<file path="src/hw/rtl/lrupr_pkg.sv">
// Shared types and constants for the LRU page replacement block.
package lrupr_pkg;

    // Configuration register: frame limit
    localparam int CFG_W = 4;
    localparam logic [CFG_W-1:0] CFG_RESET = 4'd8;

    // Width of the page number on the stream ports
    localparam int PORT_PAGE_W = 16;

    // Saturating totals
    localparam int TOTAL_W = 32;
    localparam logic [TOTAL_W-1:0] TOTAL_MAX = 32'hFFFF_FFFF;

    // Result stream packing, lowest bit first
    localparam int RES_HIT_BIT   = 0;
    localparam int RES_EVICT_BIT = 1;
    localparam int RES_PAGE_LO   = 2;
    localparam int RES_FAULT_LO  = RES_PAGE_LO + PORT_PAGE_W;
    localparam int RES_ACCESS_LO = RES_FAULT_LO + TOTAL_W;
    localparam int RES_USED_W    = RES_ACCESS_LO + TOTAL_W;
    localparam int M_TDATA_W     = ((RES_USED_W + 7) / 8) * 8;
    localparam int S_TDATA_W     = PORT_PAGE_W;

    // Outcome of one lookup in the frame table
    typedef struct packed {
        logic hit;
        logic evict;
    } lookup_t;

endpackage

</file>
<file path="src/hw/rtl/lrupr_frame_table.sv">
// Fully associative frame table: parallel tag compare, recency ranks and replacement.
module lrupr_frame_table #(
    parameter int FRAMES    = 8,
    parameter int PAGE_BITS = 16
) (
    input  logic                          clk,
    input  logic                          rst_n,
    input  logic                          step,
    input  logic [PAGE_BITS-1:0]          page,
    input  logic [lrupr_pkg::CFG_W-1:0]   frames_cfg,
    output lrupr_pkg::lookup_t            lookup,
    output logic [PAGE_BITS-1:0]          ev_page
);

    localparam int AGE_W = (FRAMES > 1) ? $clog2(FRAMES) : 1;
    localparam int CNT_W = $clog2(FRAMES + 1);
    localparam int CMP_W = (CNT_W > lrupr_pkg::CFG_W) ? CNT_W : lrupr_pkg::CFG_W;

    logic [PAGE_BITS-1:0] tag_reg [FRAMES];
    logic [AGE_W-1:0]     age_reg [FRAMES];
    logic [AGE_W-1:0]     age_next [FRAMES];
    logic [CNT_W-1:0]     count_reg;
    logic [CNT_W-1:0]     count_next;

    logic [FRAMES-1:0]    valid;
    logic [FRAMES-1:0]    match;
    logic [FRAMES-1:0]    victim;
    logic [FRAMES-1:0]    slot;
    logic [AGE_W-1:0]     hit_age;
    logic [AGE_W-1:0]     oldest_age;
    logic [PAGE_BITS-1:0] victim_page;
    logic [CMP_W-1:0]     cfg_ext;
    logic [CMP_W-1:0]     limit;
    logic                 hit;
    logic                 evict;

    // Valid frames always form a prefix, so the fill count gives both the
    // valid marks and the next free frame. Ranks of valid frames are a
    // permutation of 0..count-1, so the least recent frame is the one
    // whose rank equals count-1.
    always_comb
    begin
        oldest_age  = AGE_W'(count_reg - CNT_W'(1));
        hit_age     = '0;
        victim_page = '0;
        for (int i = 0; i < FRAMES; i++)
        begin
            valid[i]  = CNT_W'(i) < count_reg;
            match[i]  = valid[i] && (tag_reg[i] == page);
            victim[i] = valid[i] && (age_reg[i] == oldest_age);
            hit_age     = hit_age | (match[i] ? age_reg[i] : '0);
            victim_page = victim_page | (victim[i] ? tag_reg[i] : '0);
        end
        hit = |match;
    end

    // Clamp the configured limit into 1..FRAMES and decide on replacement.
    always_comb
    begin
        cfg_ext = CMP_W'(frames_cfg);
        if (cfg_ext == '0)
        begin
            limit = CMP_W'(1);
        end
        else if (cfg_ext > CMP_W'(FRAMES))
        begin
            limit = CMP_W'(FRAMES);
        end
        else
        begin
            limit = cfg_ext;
        end
        evict = !hit && (CMP_W'(count_reg) >= limit);
    end

    // Frame that receives the new page on a miss.
    always_comb
    begin
        for (int i = 0; i < FRAMES; i++)
        begin
            slot[i] = evict ? victim[i] : (CNT_W'(i) == count_reg);
        end
    end

    // Next recency ranks and fill count.
    always_comb
    begin
        count_next = count_reg;
        for (int i = 0; i < FRAMES; i++)
        begin
            age_next[i] = age_reg[i];
            if (hit)
            begin
                if (match[i])
                begin
                    age_next[i] = '0;
                end
                else if (valid[i] && (age_reg[i] < hit_age))
                begin
                    age_next[i] = age_reg[i] + AGE_W'(1);
                end
            end
            else
            begin
                if (slot[i])
                begin
                    age_next[i] = '0;
                end
                else if (valid[i])
                begin
                    age_next[i] = age_reg[i] + AGE_W'(1);
                end
            end
        end
        if (!hit && !evict)
        begin
            count_next = count_reg + CNT_W'(1);
        end
    end

    // Ranks and fill count.
    always_ff @(posedge clk or negedge rst_n)
    begin
        if (!rst_n)
        begin
            count_reg <= '0;
            for (int i = 0; i < FRAMES; i++)
            begin
                age_reg[i] <= '0;
            end
        end
        else if (step)
        begin
            count_reg <= count_next;
            for (int i = 0; i < FRAMES; i++)
            begin
                age_reg[i] <= age_next[i];
            end
        end
    end

    // Page tags are only read while their frame is valid.
    always_ff @(posedge clk)
    begin
        for (int i = 0; i < FRAMES; i++)
        begin
            if (step && !hit && slot[i])
            begin
                tag_reg[i] <= page;
            end
        end
    end

    assign lookup.hit   = hit;
    assign lookup.evict = evict;
    assign ev_page      = evict ? victim_page : '0;

endmodule

</file>
<file path="src/hw/rtl/lrupr_stats.sv">
// Saturating fault and access totals.
module lrupr_stats (
    input  logic                          clk,
    input  logic                          rst_n,
    input  logic                          step,
    input  logic                          miss,
    output logic [lrupr_pkg::TOTAL_W-1:0] fault_total,
    output logic [lrupr_pkg::TOTAL_W-1:0] access_total
);

    logic [lrupr_pkg::TOTAL_W-1:0] fault_reg;
    logic [lrupr_pkg::TOTAL_W-1:0] fault_next;
    logic [lrupr_pkg::TOTAL_W-1:0] access_reg;
    logic [lrupr_pkg::TOTAL_W-1:0] access_next;

    // Totals including the access now being processed.
    always_comb
    begin
        access_next = access_reg;
        fault_next  = fault_reg;
        if (access_reg != lrupr_pkg::TOTAL_MAX)
        begin
            access_next = access_reg + lrupr_pkg::TOTAL_W'(1);
        end
        if (miss && (fault_reg != lrupr_pkg::TOTAL_MAX))
        begin
            fault_next = fault_reg + lrupr_pkg::TOTAL_W'(1);
        end
    end

    always_ff @(posedge clk or negedge rst_n)
    begin
        if (!rst_n)
        begin
            fault_reg  <= '0;
            access_reg <= '0;
        end
        else if (step)
        begin
            fault_reg  <= fault_next;
            access_reg <= access_next;
        end
    end

    assign fault_total  = fault_next;
    assign access_total = access_next;

endmodule

</file>
<file path="src/hw/rtl/lru_page_replacement.sv">
// Top level of the LRU page replacement tracker: stream ports, pipeline registers, config.
// Each page reference passes an input register and a result register. Its
// result is presented from the result register once the input stage has
// moved on into it, and a new reference is taken in every cycle while the
// result side keeps up. The rate is set by the step that compares the page
// against all frame tags at once and updates every recency rank, the fill
// count and the totals in the same cycle. The frame limit on the
// configuration channel is clamped into 1..FRAMES; lowering it while full
// evicts one page per miss. Reset empties all frames and clears both totals.
module lru_page_replacement #(
    parameter int FRAMES    = 8,
    parameter int PAGE_BITS = 16
) (
    input  logic                              clk,
    input  logic                              rst_n,
    // Page references
    input  logic                              s_axis_tvalid,
    output logic                              s_axis_tready,
    // [15:0] page_number
    input  logic [lrupr_pkg::S_TDATA_W-1:0]   s_axis_tdata,
    // Results
    output logic                              m_axis_tvalid,
    input  logic                              m_axis_tready,
    // [0] hit, [1] evicted_valid, [17:2] evicted_page, [49:18] fault_total,
    // [81:50] access_total, [87:82] zero
    output logic [lrupr_pkg::M_TDATA_W-1:0]   m_axis_tdata,
    // Frame limit register
    input  logic                              cfg_valid,
    output logic                              cfg_ready,
    input  logic [lrupr_pkg::CFG_W-1:0]       cfg_data
);

    localparam int KEEP_W = (PAGE_BITS < lrupr_pkg::PORT_PAGE_W) ?
                            PAGE_BITS : lrupr_pkg::PORT_PAGE_W;

    logic                                 in_valid_reg;
    logic [lrupr_pkg::PORT_PAGE_W-1:0]    in_page_reg;
    logic                                 res_valid_reg;
    logic                                 res_hit_reg;
    logic                                 res_evict_reg;
    logic [lrupr_pkg::PORT_PAGE_W-1:0]    res_page_reg;
    logic [lrupr_pkg::TOTAL_W-1:0]        res_fault_reg;
    logic [lrupr_pkg::TOTAL_W-1:0]        res_access_reg;
    logic [lrupr_pkg::CFG_W-1:0]          frames_cfg_reg;

    logic                                 advance;
    logic [PAGE_BITS-1:0]                 page_tag;
    logic [PAGE_BITS-1:0]                 ev_page;
    lrupr_pkg::lookup_t                   lookup;
    logic [lrupr_pkg::TOTAL_W-1:0]        fault_total;
    logic [lrupr_pkg::TOTAL_W-1:0]        access_total;

    // Handshake: the input stage moves on when the result register is free.
    assign advance       = in_valid_reg && (!res_valid_reg || m_axis_tready);
    assign s_axis_tready = !in_valid_reg || advance;
    assign cfg_ready     = 1'b1;

    // Only the low PAGE_BITS of the page number take part.
    assign page_tag = PAGE_BITS'(in_page_reg[KEEP_W-1:0]);

    lrupr_frame_table #(
        .FRAMES    (FRAMES),
        .PAGE_BITS (PAGE_BITS)
    ) u_frame_table (
        .clk        (clk),
        .rst_n      (rst_n),
        .step       (advance),
        .page       (page_tag),
        .frames_cfg (frames_cfg_reg),
        .lookup     (lookup),
        .ev_page    (ev_page)
    );

    lrupr_stats u_stats (
        .clk          (clk),
        .rst_n        (rst_n),
        .step         (advance),
        .miss         (!lookup.hit),
        .fault_total  (fault_total),
        .access_total (access_total)
    );

    // Configuration register.
    always_ff @(posedge clk or negedge rst_n)
    begin
        if (!rst_n)
        begin
            frames_cfg_reg <= lrupr_pkg::CFG_RESET;
        end
        else if (cfg_valid && cfg_ready)
        begin
            frames_cfg_reg <= cfg_data;
        end
    end

    // Input stage control.
    always_ff @(posedge clk or negedge rst_n)
    begin
        if (!rst_n)
        begin
            in_valid_reg <= 1'b0;
        end
        else if (s_axis_tready)
        begin
            in_valid_reg <= s_axis_tvalid;
        end
    end

    // Input stage payload.
    always_ff @(posedge clk)
    begin
        if (s_axis_tvalid && s_axis_tready)
        begin
            in_page_reg <= s_axis_tdata[lrupr_pkg::PORT_PAGE_W-1:0];
        end
    end

    // Result stage control.
    always_ff @(posedge clk or negedge rst_n)
    begin
        if (!rst_n)
        begin
            res_valid_reg <= 1'b0;
        end
        else if (advance)
        begin
            res_valid_reg <= 1'b1;
        end
        else if (m_axis_tready)
        begin
            res_valid_reg <= 1'b0;
        end
    end

    // Result stage payload.
    always_ff @(posedge clk)
    begin
        if (advance)
        begin
            res_hit_reg    <= lookup.hit;
            res_evict_reg  <= lookup.evict;
            res_page_reg   <= lrupr_pkg::PORT_PAGE_W'(ev_page[KEEP_W-1:0]);
            res_fault_reg  <= fault_total;
            res_access_reg <= access_total;
        end
    end

    // Pack the result transaction.
    assign m_axis_tvalid = res_valid_reg;
    assign m_axis_tdata  = {
        {(lrupr_pkg::M_TDATA_W - lrupr_pkg::RES_USED_W){1'b0}},
        res_access_reg,
        res_fault_reg,
        res_page_reg,
        res_evict_reg,
        res_hit_reg
    };

endmodule
</file>
<file path="config.mk">
export PLATFORM = sky130hd
export DESIGN_NAME = lru_page_replacement
export DESIGN_NICKNAME = d
export VERILOG_FILES = /design/src/hw/rtl/lrupr_pkg.sv /design/src/hw/rtl/lrupr_frame_table.sv /design/src/hw/rtl/lrupr_stats.sv /design/src/hw/rtl/lru_page_replacement.sv
export SDC_FILE = /design/constraint.sdc
export NUM_CORES = 1
export LEC_CHECK = 0
export ABC_AREA = 1
export BUFFER_PORTS_ARGS = -buffer_cell sky130_fd_sc_hd__buf_2
export CAP_MARGIN = 20
export CORE_UTILIZATION = 45
export CTS_CLUSTER_DIAMETER = 40
export DETAILED_ROUTE_END_ITERATION = 16
export SLEW_MARGIN = 20
export SYNTH_ARGS = -nofsm -noshare
export SYNTH_HDL_FRONTEND = slang
export SYNTH_SLANG_ARGS = --single-unit
</file>
<file path="constraint.sdc">
create_clock -name clk -period 5.5 [get_ports clk]
set_input_delay 1.1 -clock clk [delete_from_list [all_inputs] [get_ports clk]]
set_output_delay 1.1 -clock clk [all_outputs]
set_load 0.005 [all_outputs]
</file>
==> impl_metrics.yaml, run 1 <==
floorplan:
  start_util_pct: 45.9
  die-area_um2: 40400
  num_rows: 72
  chipWidth_um: 201
  die_h_um: 201
  num_io_pins: 116
  core_um2: 38800
cells_and_area:
  fin_nets: 2237
  diodes: 0
  multi_input_area_um2: 7350
  fin_util_pct: 53.1
  final-seq-area_um2: 9240
  fill_cells: 3609
  syn_to_final_growth_pct: 15.5
  largest_reg_flops: 128
  drive_above_1_share_pct: 13.5
power_and_ir_drop:
  clock_power_share_pct: 28.8
  p_switching_mw: 4.66
  sequentialPowerShare_pct: 36.8
  irDropWorstVdd_mv: 0.315
  p_int_mw: 6.76
  switching_share_pct: 40.8
  combPwrFrac_pct: 34.4
  pwr_density_cell_nw_per_um2: 554
  p_leak_nw: 8.99
clock_tree:
  cts-resized-gates: 0
  hold_buffers: 0
  numCtsBuffers: 52
  htree_levels: 2
  clock_latency_ns: 0.60
  cts-root-buf: "clkbuf_16"
  cts_max_path_buffers: 3
  cts_setup_buffers: 0
  clkSinkCount: 324
  clk_pin_slew_ns: 0.06
  cts_tree: "yes"
yosys:
  synth_cells: 2073
  synth_common_cells: "708 x nand2_1, 226 x edfxtp_1, 210 x inv_1, 149 x nor2_1, 105 x nand3_1"
  ys_seq_area_share_pct: 51.8
  netlist_area_um2: 17800
  synthDistinctLibCells: 57
  synth_ff_type: "edfxtp_1"
  synth.avg_cell_area_um2: 8.60
  yosysMostFrequentCell: "nand2_1"
  synthTopCellsByArea: "edfxtp_1 38%, nand2_1 15%, dfrtp_1 14%"
  synth_edf_count: 226
  ys_ff_latch: 324
  synthArstFlopShare_pct: 30.2
  synth_top_area_share_pct: 38.0
  yosysWarnings: 0
  synth_top_area_cell: "edfxtp_1"
timing:
  rsz0062_at_grt: "false"
  fin_tns_setup_ns: 0
  min_period_ns: 4.26
  slew_headroom_pct: 36.9
  worst_pin_slew_ns: 0.943
  maxSlewViolCount: 0
  hold_viol: 0
  fmax_ghz: 0.235
  fin_crit_sh_pct: 77.5
  hold_ws_ns: 0.524
  setup_viol: 0
  skew_ns: 0.0185
drt:
  drt-total-wl_mm: 55.5
  ant_nets: 0
  vias: 14812
  drc_errors: 0
  vias_per_cell: 5.38
  dr.pass1.iters: 5
  drtIter0Drc: 1388
  wire_per_inst_um: 20.2
grt:
  grt_antenna_before_repair: 0
  grtUsageTotal_pct: 27.6
  grt_pass1_wl_mm: 84.5
  grt_max_degree: 67
  grt_overflow: 0
  grt_pass1_vias: 14255
hold_path:
  hp-class: "reg -> reg"
setup_path:
  path_max_fanout: 12
  cp_slowest_cell: "ha_1"
  critPathMaxStageDelay_ns: 0.76
  criticalPathCategory: "reg -> reg"
  crit_buf_inv: 2
  crit_required_ns: 5.81
  critPathTopFamily: "buffers and inverters"
  startpoint_type: "register"
  end_kind: "register"
  crit_chain: "clkinv_1 -> ha_1 -> xnor2_1 -> nor3_1 -> nand2_1 -> clkinv_1 -> nand2_1 -> o2111ai_1 -> a2111oi_0 -> nor2_1"
  crit_arrival_ns: 4.57
status:
  run_status: "complete, no violations"
flow_run:
  cap_violations: 0
place:
  io_buffers: 108
  gp_congestion: 0.951
  dp_hpwl_mm: 39.9
metal layers:
layer / wire length, µm / GRT usage [%] / vias to the layer above
li1: - / - / 7064
met1: 24300 / 37.6 / 6986
met2: 25200 / 44.4 / 633
met3: 3930 / 3.86 / 129
met4: 2100 / 11.3 / 0
met5: 0 / 0 / -
area by class of cell:
class / instances / share of cell area, %
sequential: 324 / 44.8
multi-input combinational: 1458 / 35.7
clock buffer: 55 / 6.52
inverter: 235 / 4.38
timing repair buffer: 123 / 3.40
tap: 518 / 3.15
clock inverter: 42 / 2.03
cell usage in the layout, fill, tap and decap left out, types with 9 or more instances in the layout:
cell / instances
nand2_1: 708
edfxtp_1: 226
inv_1: 209
nor2_1: 147
buf_2: 107
nand3_1: 105
dfrtp_1: 97
xor2_1: 77
o21ai_0: 68
clkbuf_16: 53
nand4_1: 49
xnor2_1: 42
nor3_1: 36
a21oi_1: 28
o21ai_1: 23
inv_2: 20
ha_1: 18
nor4_1: 17
nor2_2: 14
a221oi_1: 14
a31oi_1: 14
buf_4: 13
o22ai_1: 11
inv_6: 10
nand3_2: 9
o2111ai_1: 9
kinds of logic after synthesis:
| logic type | synth area share (%) |
|---|---|
| adders and majority gates | 1.26 |
| other | 0.0421 |
| and+or+nand+nor | 27.2 |
| DFF | 51.8 |
| AOI/OAI and AO/OA | 6.19 |
| buffers and inverters | 7.09 |
| xor gates and xnor gates | 6.39 |
path summary, 6_finish.rpt:
check	from	to	depth (start not counted)	slack (ns)
worst min register to register	m_axis_tvalid	m_axis_tvalid	2	0.52
worst max register to register	u_frame_table.count_reg[0]	res_page_reg[5]	10	1.24
min in group asynchronous	rst_n	u_stats.access_reg[7]	1	0.59
worst min-delay path	m_axis_tvalid	m_axis_tvalid	2	0.52
max in group asynchronous	rst_n	u_frame_table.age_reg[11]	2	3.84
worst max-delay path	u_frame_table.count_reg[0]	res_page_reg[5]	10	1.24
stage by stage:
| step | power, mW | setup slack (ns) | area (µm²) | std cells |
|---|---|---|---|---|
| after floorplan | 6.60 | 0.803 | 17900 | 2078 |
| final | 11.4 | 1.24 | 20600 | 2755 |
| after CTS | 11.4 | 1.38 | 20600 | 2755 |
| after global routing | 12.0 | 1.08 | 20600 | 2755 |
| after global placement | 8.03 | 1.46 | 18800 | 2657 |
| after detailed placement | 8.09 | 1.37 | 18800 | 2658 |
worst min-delay path, cell delays in order (launching register included):
cell and delay (ns):
dfrtp_1 0.36, nand2_1 0.07, nand2_1 0.06
power groups by stage:
stage	Clock [mW]	Combinational (mW)	Sequential (mW)
floorplan	0	2.64	3.96
global route	3.43	4.32	4.27
detailed placement	0	3.88	4.21
finish	3.29	3.93	4.20
global placement	0	3.81	4.22
CTS	3.33	3.90	4.18
Note: power is estimated with default switching activity, not from simulation.
==> inputs of run 2 (changes only) <==
==> constraint.sdc (replaced) <==
create_clock -name clk -period 4.4 [get_ports clk]
set_input_delay 0.88 -clock clk [delete_from_list [all_inputs] [get_ports clk]]
set_output_delay 0.88 -clock clk [all_outputs]
set_load 0.005 [all_outputs]
==> impl_metrics.yaml, run 2 (synthesized netlist as in run 1, its figures left out) <==
clock_tree:
  cts_tree: "yes"
  numCtsBuffers: 50
  cts_max_path_buffers: 3
  clock_latency_ns: 0.60
  clk_pin_slew_ns: 0.06
  cts_setup_buffers: 0
  clkSinkCount: 324
  cts-resized-gates: 0
  cts-root-buf: "clkbuf_16"
  htree_levels: 2
  hold_buffers: 0
floorplan:
  num_rows: 72
  chipWidth_um: 201
  die_h_um: 201
  num_io_pins: 116
  die-area_um2: 40400
  start_util_pct: 45.9
  core_um2: 38800
cells_and_area:
  syn_to_final_growth_pct: 15.9
  fin_nets: 2255
  drive_above_1_share_pct: 14.0
  layout.cells.non_filler: 2772
  layout_common_cells: "708 x nand2_1, 226 x edfxtp_1, 209 x inv_1"
  largest_reg_flops: 128
  final_common_cell: "nand2_1"
timing:
  skew_ns: 0.0273
  min_period_ns: 3.85
  setup_ws_ns: 0.546
  fin_crit_sh_pct: 87.6
  fmax_ghz: 0.259
  rsz0062_at_grt: "false"
  hold_ws_ns: 0.278
  maxSlewViolCount: 0
  slew_headroom_pct: 33.6
  setup_viol: 0
  worst_pin_slew_ns: 0.996
  hold_viol: 0
  fin_tns_setup_ns: 0
grt:
  use_met3_pct: 4.12
  top_usage_layer: "met2"
  grt_pass1_wl_mm: 86.0
  grtUsageTotal_pct: 28.4
  grt_max_degree: 115
  grt_util_met2_pct: 44.6
  grt_antenna_before_repair: 3
  grt_overflow: 0
  gr-usage-met1_pct: 39.7
  grt_pass1_vias: 14253
setup_path:
  crit_arrival_ns: 4.12
  startpoint_type: "register"
  crit_chain: "clkinv_1 -> ha_1 -> xnor2_1 -> nor3_1 -> nand2_1 -> inv_1 -> o21ai_1 -> nor2_1 -> buf_4"
  crit_required_ns: 4.66
  crit_buf_inv: 3
  end_kind: "register"
  critPathMaxStageDelay_ns: 0.76
  critPathTopFamily: "buffers and inverters"
  path_max_fanout: 16
  cp_slowest_cell: "ha_1"
  criticalPathCategory: "reg -> reg"
power_and_ir_drop:
  irDropWorstVdd_mv: 0.392
  pwr_density_cell_nw_per_um2: 685
  p_leak_nw: 9.02
drt:
  vias_per_cell: 5.37
  drt-total-wl_mm: 56.9
  ant_nets: 0
  wire_per_inst_um: 20.5
  drtIter0Drc: 1241
  vias: 14888
  drc_errors: 0
  dr.pass1.iters: 5
place:
  dp_hpwl_mm: 41.8
  gp_congestion: 0.981
  place_inst: 2678
  dp_slack_ns: 0.591
  io_buffers: 108
status:
  run_status: "complete, no violations"
hold_path:
  hp-class: "in -> async"
flow_run:
  cap_violations: 0
## run 2: changes by cell type in the layout (fill, tap and decap cells not counted), moves of 2 or more
cell	previous run	this run
clkinv_4	8	4
buf_4	13	35
clkinv_1	6	3
bufinv_16	3	5
clkbuf_16	53	51
inv_8	8	6
clkbuf_1	1	5
clkinvlp_4	7	11
diode_2	0	2
clkinv_2	3	1
## run 2: worst register-to-register path: stages (launching register included)
cell and delay [ns]:
dfrtp_1 0.66, clkinv_1 0.47, ha_1 0.76, xnor2_1 0.14, nor3_1 0.20, nand2_1 0.24
inv_1 0.44, o21ai_1 0.24, nor2_1 0.14, buf_4 0.25
## run 2: power by group
part | switching, mW | total (mW) | leakage, nW | internal (mW)
combinational | 3.24 | 4.85 | 4.82 | 1.61
sequential | 0.856 | 5.26 | 3.40 | 4.41
clock | 1.59 | 4.06 | 0.802 | 2.47
## run 2: layout make-up
type,instances,area [µm²]
Clock inverter,36,419
Inverter,235,902
Fill cell,3567,18100
Clock buffer,56,1290
Sequential cell,324,9240
Timing Repair Buffer,143,818
Tap cell,518,648
Multi-Input combinational cell,1458,7350
Antenna cell,2,5.00
## run 2: metal layers
metal,vias to the layer above,part of all wire (%)
li1,7096,-
met1,7118,45
met2,570,45
met3,102,6.9
met4,2,3.3
met5,-,0.025
## run 2: worst paths after layout
kind                                             from                      endpoint  slack, ns  cells past startpoint
hold reg to reg                         m_axis_tvalid                 m_axis_tvalid       0.52                      2
min in group clk                      s_axis_tdata[6]                in_page_reg[6]       0.45                      1
setup / recovery           u_frame_table.count_reg[0]  u_frame_table.tag_reg[1][13]       0.55                      9
setup reg to reg           u_frame_table.count_reg[0]  u_frame_table.tag_reg[1][13]       0.55                      9
max in group asynchronous                       rst_n     u_frame_table.age_reg[11]       3.34                      2
hold / removal                                  rst_n         u_stats.access_reg[7]       0.28                      1
## run 2: per-stage QoR
step	power (mW)	utilization [%]	area [µm²]
CTS	14.2	53.2	20700
global route	15.0	53.2	20700
floorplan	8.25	-	17900
finish	14.2	53.3	20700
detailed placement	10.1	48.8	19000
global placement	10.0	48.8	19000
